**config.mk**
```make
export PLATFORM = sky130hd
export DESIGN_NAME = pbrf_ctrl
export DESIGN_NICKNAME = d
export VERILOG_FILES = /design/src/rtl/pbrf_pkg.sv /design/src/rtl/pbrf_ctrl.sv
export SDC_FILE = /design/constraint.sdc
export NUM_CORES = 1
export LEC_CHECK = 0
export BUFFER_PORTS_ARGS = -buffer_cell sky130_fd_sc_hd__buf_2
export CORE_AREA = 4 4 41 43
export CTS_BUF_LIST = sky130_fd_sc_hd__clkbuf_8
export CTS_CLUSTER_DIAMETER = 50
export DETAILED_ROUTE_END_ITERATION = 8
export DIE_AREA = 0 0 45 47
export PLACE_DENSITY_LB_ADDON = 0.2
export SKIP_CTS_REPAIR_TIMING = 1
export SLEW_MARGIN = 0
export SYNTH_ARGS = -nofsm -noshare
export SYNTH_HDL_FRONTEND = slang
export SYNTH_SLANG_ARGS = --single-unit
```
**constraint.sdc**
```tcl
create_clock -name clk -period 1.5 [get_ports clk]
set_input_delay 0.075 -clock clk [delete_from_list [all_inputs] [get_ports clk]]
set_output_delay 0.075 -clock clk [all_outputs]
set_load 0.05 [all_outputs]
```
**src/rtl/pbrf_pkg.sv**
```systemverilog
// Shared types and codes for the page bitmap range free block.
// No dependencies; used by the controller, datapath and top level.
package pbrf_pkg;

  localparam int ADDR_W = 48;
  localparam int WORD_W = 64;
  localparam int CNT_W  = 13;
  localparam int IDX_W  = 6;
  localparam int OP_W   = 2;
  localparam int KIND_W = 2;

  localparam logic [OP_W-1:0] OP_RELEASE = 2'd0;
  localparam logic [OP_W-1:0] OP_WRITE   = 2'd1;
  localparam logic [OP_W-1:0] OP_READ    = 2'd2;

  localparam logic [KIND_W-1:0] KIND_TYPED = 2'd0;
  localparam logic [KIND_W-1:0] KIND_RAW   = 2'd1;

  // controller -> datapath
  typedef struct packed {
    logic clr;        // zero one RAM row, advance sweep
    logic load;       // capture input beat
    logic calc;       // page index from address
    logic setup;      // run bounds, error flag
    logic rd_first;   // read first word of run
    logic mod;        // write back current word, read next
    logic wr_widx;    // op write: store word pair
    logic rd_widx;    // op read: fetch word pair
    logic load_out;   // fill output register
  } cmd_t;

  // datapath -> controller
  typedef struct packed {
    logic            clr_last;
    logic [OP_W-1:0] op;
    logic            page_oob;
    logic            last_word;
  } sts_t;

endpackage

```
**src/rtl/pbrf_ctrl.sv**
```systemverilog
// Sequencing FSM for the page bitmap range free block.
// Depends on pbrf_pkg (cmd_t, sts_t, op codes).
module pbrf_ctrl (
  input  logic            clk,
  input  logic            rst_n,
  input  logic            in_tvalid,
  output logic            in_tready,
  output logic            out_tvalid,
  input  logic            out_tready,
  input  pbrf_pkg::sts_t  sts,
  output pbrf_pkg::cmd_t  cmd
);

  localparam logic [2:0] S_CLEAR = 3'd0;
  localparam logic [2:0] S_IDLE  = 3'd1;
  localparam logic [2:0] S_CALC  = 3'd2;
  localparam logic [2:0] S_CHECK = 3'd3;
  localparam logic [2:0] S_MOD   = 3'd4;
  localparam logic [2:0] S_OUT   = 3'd5;

  logic [2:0] state_r, state_nxt;
  logic       out_valid_r, out_valid_nxt;

  always_comb begin
    cmd       = '0;
    state_nxt = state_r;
    in_tready = 1'b0;
    case (state_r)
      S_CLEAR: begin
        cmd.clr = 1'b1;
        if (sts.clr_last) state_nxt = S_IDLE;
      end
      S_IDLE: begin
        in_tready = 1'b1;
        if (in_tvalid) begin
          cmd.load  = 1'b1;
          state_nxt = S_CALC;
        end
      end
      S_CALC: begin
        cmd.calc = 1'b1;
        case (sts.op)
          pbrf_pkg::OP_RELEASE: state_nxt = S_CHECK;
          pbrf_pkg::OP_WRITE: begin
            cmd.wr_widx = 1'b1;
            state_nxt   = S_OUT;
          end
          pbrf_pkg::OP_READ: begin
            cmd.rd_widx = 1'b1;
            state_nxt   = S_OUT;
          end
          default: state_nxt = S_OUT;
        endcase
      end
      S_CHECK: begin
        cmd.setup = 1'b1;
        if (sts.page_oob) begin
          state_nxt = S_OUT;
        end else begin
          cmd.rd_first = 1'b1;
          state_nxt    = S_MOD;
        end
      end
      S_MOD: begin
        cmd.mod = 1'b1;
        if (sts.last_word) state_nxt = S_OUT;
      end
      S_OUT: begin
        if (!out_valid_r || out_tready) begin
          cmd.load_out = 1'b1;
          state_nxt    = S_IDLE;
        end
      end
      default: state_nxt = S_CLEAR;
    endcase
  end

  always_comb begin
    out_valid_nxt = out_valid_r;
    if (cmd.load_out) out_valid_nxt = 1'b1;
    else if (out_tready) out_valid_nxt = 1'b0;
  end

  always_ff @(posedge clk) begin
    if (!rst_n) begin
      state_r     <= S_CLEAR;
      out_valid_r <= 1'b0;
    end else begin
      state_r     <= state_nxt;
      out_valid_r <= out_valid_nxt;
    end
  end

  assign out_tvalid = out_valid_r;

  // a finished result never overwrites one still waiting
  a_no_overwrite: assert property (@(posedge clk) disable iff (!rst_n)
    cmd.load_out |-> (!out_valid_r || out_tready))
    else $error("result loaded over a stalled beat");

  a_load_shows: assert property (@(posedge clk) disable iff (!rst_n)
    cmd.load_out |=> out_valid_r)
    else $error("loaded result not presented");

  a_accept_calc: assert property (@(posedge clk) disable iff (!rst_n)
    (in_tvalid && in_tready) |=> (state_r == S_CALC))
    else $error("accepted beat not processed");

  a_run_ends: assert property (@(posedge clk) disable iff (!rst_n)
    (state_r == S_MOD && sts.last_word) |=> (state_r == S_OUT))
    else $error("run did not end at last word");

endmodule

```
### Word-level counts from Yosys, hierarchy flattened

Cells that the tools add are included.

| cells by class | value |
|---|---|
| muxes and demuxes | 22 |
| equality and inequality tests | 11 |
| reductions and logical operators | 6 |

Operators with widths:

| cell | count |
|---|---|
| $pmux W3 S6 | 1 |
| $mux W3 | 5 |
| $mux W1 | 14 |
| $ne A2 B2 Y1 const B | 4 |
| $eq A3 B2 Y1 const B | 2 |
| $eq A3 B3 Y1 const B | 2 |
| $mux W2 | 2 |
| $reduce_and A4 Y1 | 1 |
| $eq A3 B1 Y1 const B | 1 |
| $logic_not A3 Y1 | 1 |
| $eq A2 B1 Y1 const B | 1 |
| $eq A2 B2 Y1 const B | 1 |
| $logic_not A2 Y1 | 1 |
| $reduce_bool A2 Y1 | 1 |
| $logic_not A1 Y1 | 1 |
| $logic_or A1 B1 Y1 | 1 |

| storage, ports and cells | value |
|---|---|
| word-level logic and storage cells | 41 |
| register bits | 4 |
| output and inout port bits | 11 |
| input port bits | 9 |

### Depth between registers and ports, before layout

| depth | value |
|---|---|
| depth after elaboration | 5 |
| mapped depth | 5 |

### Worst setup path before layout

OpenSTA, ideal clock, no wires.

| timing | value |
|---|---|
| path type | register to output |
| from | register state_r[2] |
| to | output port cmd[1] in the netlist's numbering |
| arrival | 2239 ps |
| stages on the path, launching flop included | 5 |
| buffers on the path | 1 |
| slack | -814 ps |
| path through | dfxtp_1 buf_6 inv_1 nand2_1 nor4b_1 |

RTL lines:

| item | RTL line | text |
|---|---|---|
| from (decl) | pbrf_ctrl.sv:21 | `logic [2:0] state_r, state_nxt;` |
| from (signal assigned) | pbrf_ctrl.sv:89 | `state_r <= state_nxt;` |
| to (decl) | pbrf_ctrl.sv:11 | `output pbrf_pkg::cmd_t cmd` |

### Worst setup path in the final report

| timing | value |
|---|---|
| from | register state_r[0] |
| to | output port in_tready |

| on the way | value |
|---|---|
| longest elaborated chain between the ends | 2 |

RTL lines:

| item | RTL line | text |
|---|---|---|
| $eq A3 B1 Y1 | pbrf_ctrl.sv:28 | `case (state_r)` |
| $mux W1 | pbrf_ctrl.sv:28 |  |
| to (decl) | pbrf_ctrl.sv:7 | `output logic in_tready,` |

No other way between the ends.

==> impl_metrics.py <==
metrics = {
    "clocking": {
        "clk_pin_slew_ns": 0.03,
        "clockRootBuffer": "clkbuf_8",
        "cts_buffers": 3,
        "worstSkewPairLatency_ns": 0.22,
        "clkSinkCount": 4,
        "htree_num_levels": 1,
        "cts_tree": "done",
        "clk_path_buf_depth": 2,
    },
    "critical_path": {
        "reg2reg_depth": 3,
        "path_buf_inv": 3,
        "end_kind": "output port",
        "crit_chain": "buf_4 -> inv_4 -> nor3_2 -> buf_2",
        "ff2ff_setup_slack_ns": 0.33,
        "crit_path_max_fanout": 9,
        "required_ns": 1.42,
        "path_delay_family": "buffers and inverters",
        "slowest_delay_ns": 0.40,
        "r2r-end": "state_r[0]",
        "critPathSlowestCell": "dfxtp_2",
        "critical_path_class": "reg2out",
        "arrival_ns": 1.30,
        "r2r_start": "state_r[2]",
        "startpoint_type": "register",
    },
    "placed_design": {
        "post-dp-hpwl_um": 747,
        "place.gp.congestion": 0.682,
        "port-buffer-count": 19,
        "placedCellCount": 74,
    },
    "cells_and_area": {
        "nets": 73,
        "ff_latch_area_um2": 82.6,
        "layout_commonest_cell": "buf_2",
        "multiInputGateArea_um2": 241,
        "area_growth_pct": 48.6,
        "antenna_cells": 0,
        "drive_gt1_share_pct": 58.1,
        "final_cells": 77,
        "final_cell_mix": "buf_2, buf_4, clkbuf_8",
        "fillCellCount": 145,
    },
    "logic_synthesis": {
        "synth_fp_nets": 51,
        "synthCells": 42,
        "syn-cell-area_um2": 345,
        "ys_warn_count": 0,
        "ys_ff_latch": 4,
        "yosysSeqAreaShare_pct": 23.2,
        "syn_avg_cell_area_um2": 8.22,
        "synth.distinct_cells": 30,
    },
    "floorplan": {
        "rows": 13,
        "die_x_um": 45,
        "core_um2": 1300,
        "start_util_pct": 26.5,
        "io-pin-count": 20,
        "fp.dieH_um": 47,
        "dieArea_um2": 2120,
    },
    "global_routing": {
        "grt_pass1_wl_um": 1570,
        "grt.total_usage_pct": 10.3,
        "overflow": 0,
        "antenna_found_initial": 0,
        "grt_max_degree": 12,
        "grt_pass1_vias": 370,
    },
    "timing": {
        "relSlewSlack_pct": 84.1,
        "rsz0062_at_grt": "false",
        "tns_ns": 0,
        "tightest_slew_ns": 0.236,
        "finalHoldViolCount": 0,
        "slew_violations": 0,
        "finalCritPeriodShare_pct": 91.6,
        "skew_ns": 0.00169,
        "fmax_mhz": 728,
        "setup_violations": 0,
        "period_needed_ns": 1.37,
    },
    "power_and_ir_drop": {
        "power_density_nw_per_um2": 1300,
        "p_leak_nw": 0.249,
        "ir_drop_mv": 0.610,
    },
    "route": {
        "post_drt_wl_per_cell_um": 12.1,
        "viasPerCell": 4.92,
        "routed_wl_um": 931,
        "dr_total_vias": 379,
        "drtPass1Iterations": 4,
        "route.detailed.drc": 0,
        "drt-initial-drc-count": 3,
        "ant_nets": 0,
    },
    "worst_hold_path": {
        "hp-start": "rst_n",
        "whs_path_depth": 3,
        "hold_path_end": "state_r[2]",
        "hold_class": "in2reg",
    },
    "status": {
        "status": "complete, no violations",
    },
    "run": {
        "maxCapViolCount": 0,
    },
}
==> worst max-delay path by stage <==
stage | startpoint | to | slack [ns] | cells after the start
2_1_floorplan | state_r[1] | cmd[1] | -0.16 | 3
3_3_place_gp | state_r[0] | in_tready | 0.21 | 4
3_5_place_dp | state_r[2] | cmd[1] | 0.20 | 4
4_1_cts | state_r[2] | cmd[1] | -0.03 | 4
5_1_grt | state_r[2] | cmd[1] | 0.06 | 4
6_report | state_r[0] | in_tready | 0.13 | 4
==> area by class of cell <==
type | count | share of cell area (%)
Clock buffer | 3 | 8.05
Sequential cell | 4 | 16.1
Timing Repair Buffer | 21 | 22.4
Inverter | 3 | 2.68
Multi-Input combinational cell | 31 | 47.1
Tap cell | 15 | 3.66
==> kinds of logic after synthesis <==
| kind of cell | Yosys count | share of synthesized area [%] |
|---|---|---|
| and+or+nand+nor | 19 | 35.9 |
| AOI/OAI and AO/OA | 10 | 20.7 |
| buffers and inverters | 7 | 14.1 |
| DFF | 4 | 23.2 |
| muxes | 2 | 6.16 |
==> report_power, final <==
part / leakage [nW] / switching [mW] / total [mW] / internal (mW)
combinational: 0.194 / 0.194 / 0.290 / 0.0959
sequential: 0.0334 / 0.0298 / 0.155 / 0.125
clock: 0.0216 / 0.0524 / 0.223 / 0.171
==> cells in the mapped netlist, drive strengths merged <==
master	number	area, um2
and2b	2	16.3
a21boi	2	15.0
buf	4	35.0
mux2	1	11.3
nor3b	1	12.5
a221o	1	10.0
nor2	2	7.51
or3	1	6.26
nand2b	1	6.26
nor2b	1	6.26
nor3	4	20.0
and3	1	6.26
and3b	1	10.0
o21ai	2	10.0
nor4b	2	17.5
nand3	1	5.00
nor4	1	6.26
a21oi	2	10.0
mux2i	1	10.0
inv	3	13.8
o211a	1	10.0
dfxtp	4	80.1
o31ai	1	7.51
o221ai	1	8.76
nand2	1	3.75
==> metrics by stage <==
stage	setup slack, ns	area, um2	utilization [%]	total power [mW]	hold slack, ns
2_1_floorplan	-0.160	368	-	0.392	0.204
3_3_place_gp	0.211	462	35.5	0.445	0.361
3_5_place_dp	0.200	462	35.5	0.442	0.356
4_1_cts	-0.0345	503	38.7	0.670	0.132
5_1_grt	0.0595	513	39.4	0.708	0.154
6_report	0.126	513	39.4	0.667	0.127
==> layer usage <==
layer | GRT usage [%] | vias up | wire length, um
li1 | - | 194 | -
met1 | 14.1 | 173 | 415
met2 | 14.1 | 10 | 444
met3 | 4.60 | 2 | 67
met4 | 3.51 | 0 | 4
met5 | 0 | - | 0
==> state kept, by name, summed over array words and instances (netlist names) <==
signal	cells
out_tvalid	1
state_r	3
==> tightest hold or removal path: cells and delay by family <==
family	cells	cell delay, ns
AO/OA/AOI/OAI	2	0.10
buffers and inverters	1	0.12
Power figures use the tool's default switching activity.
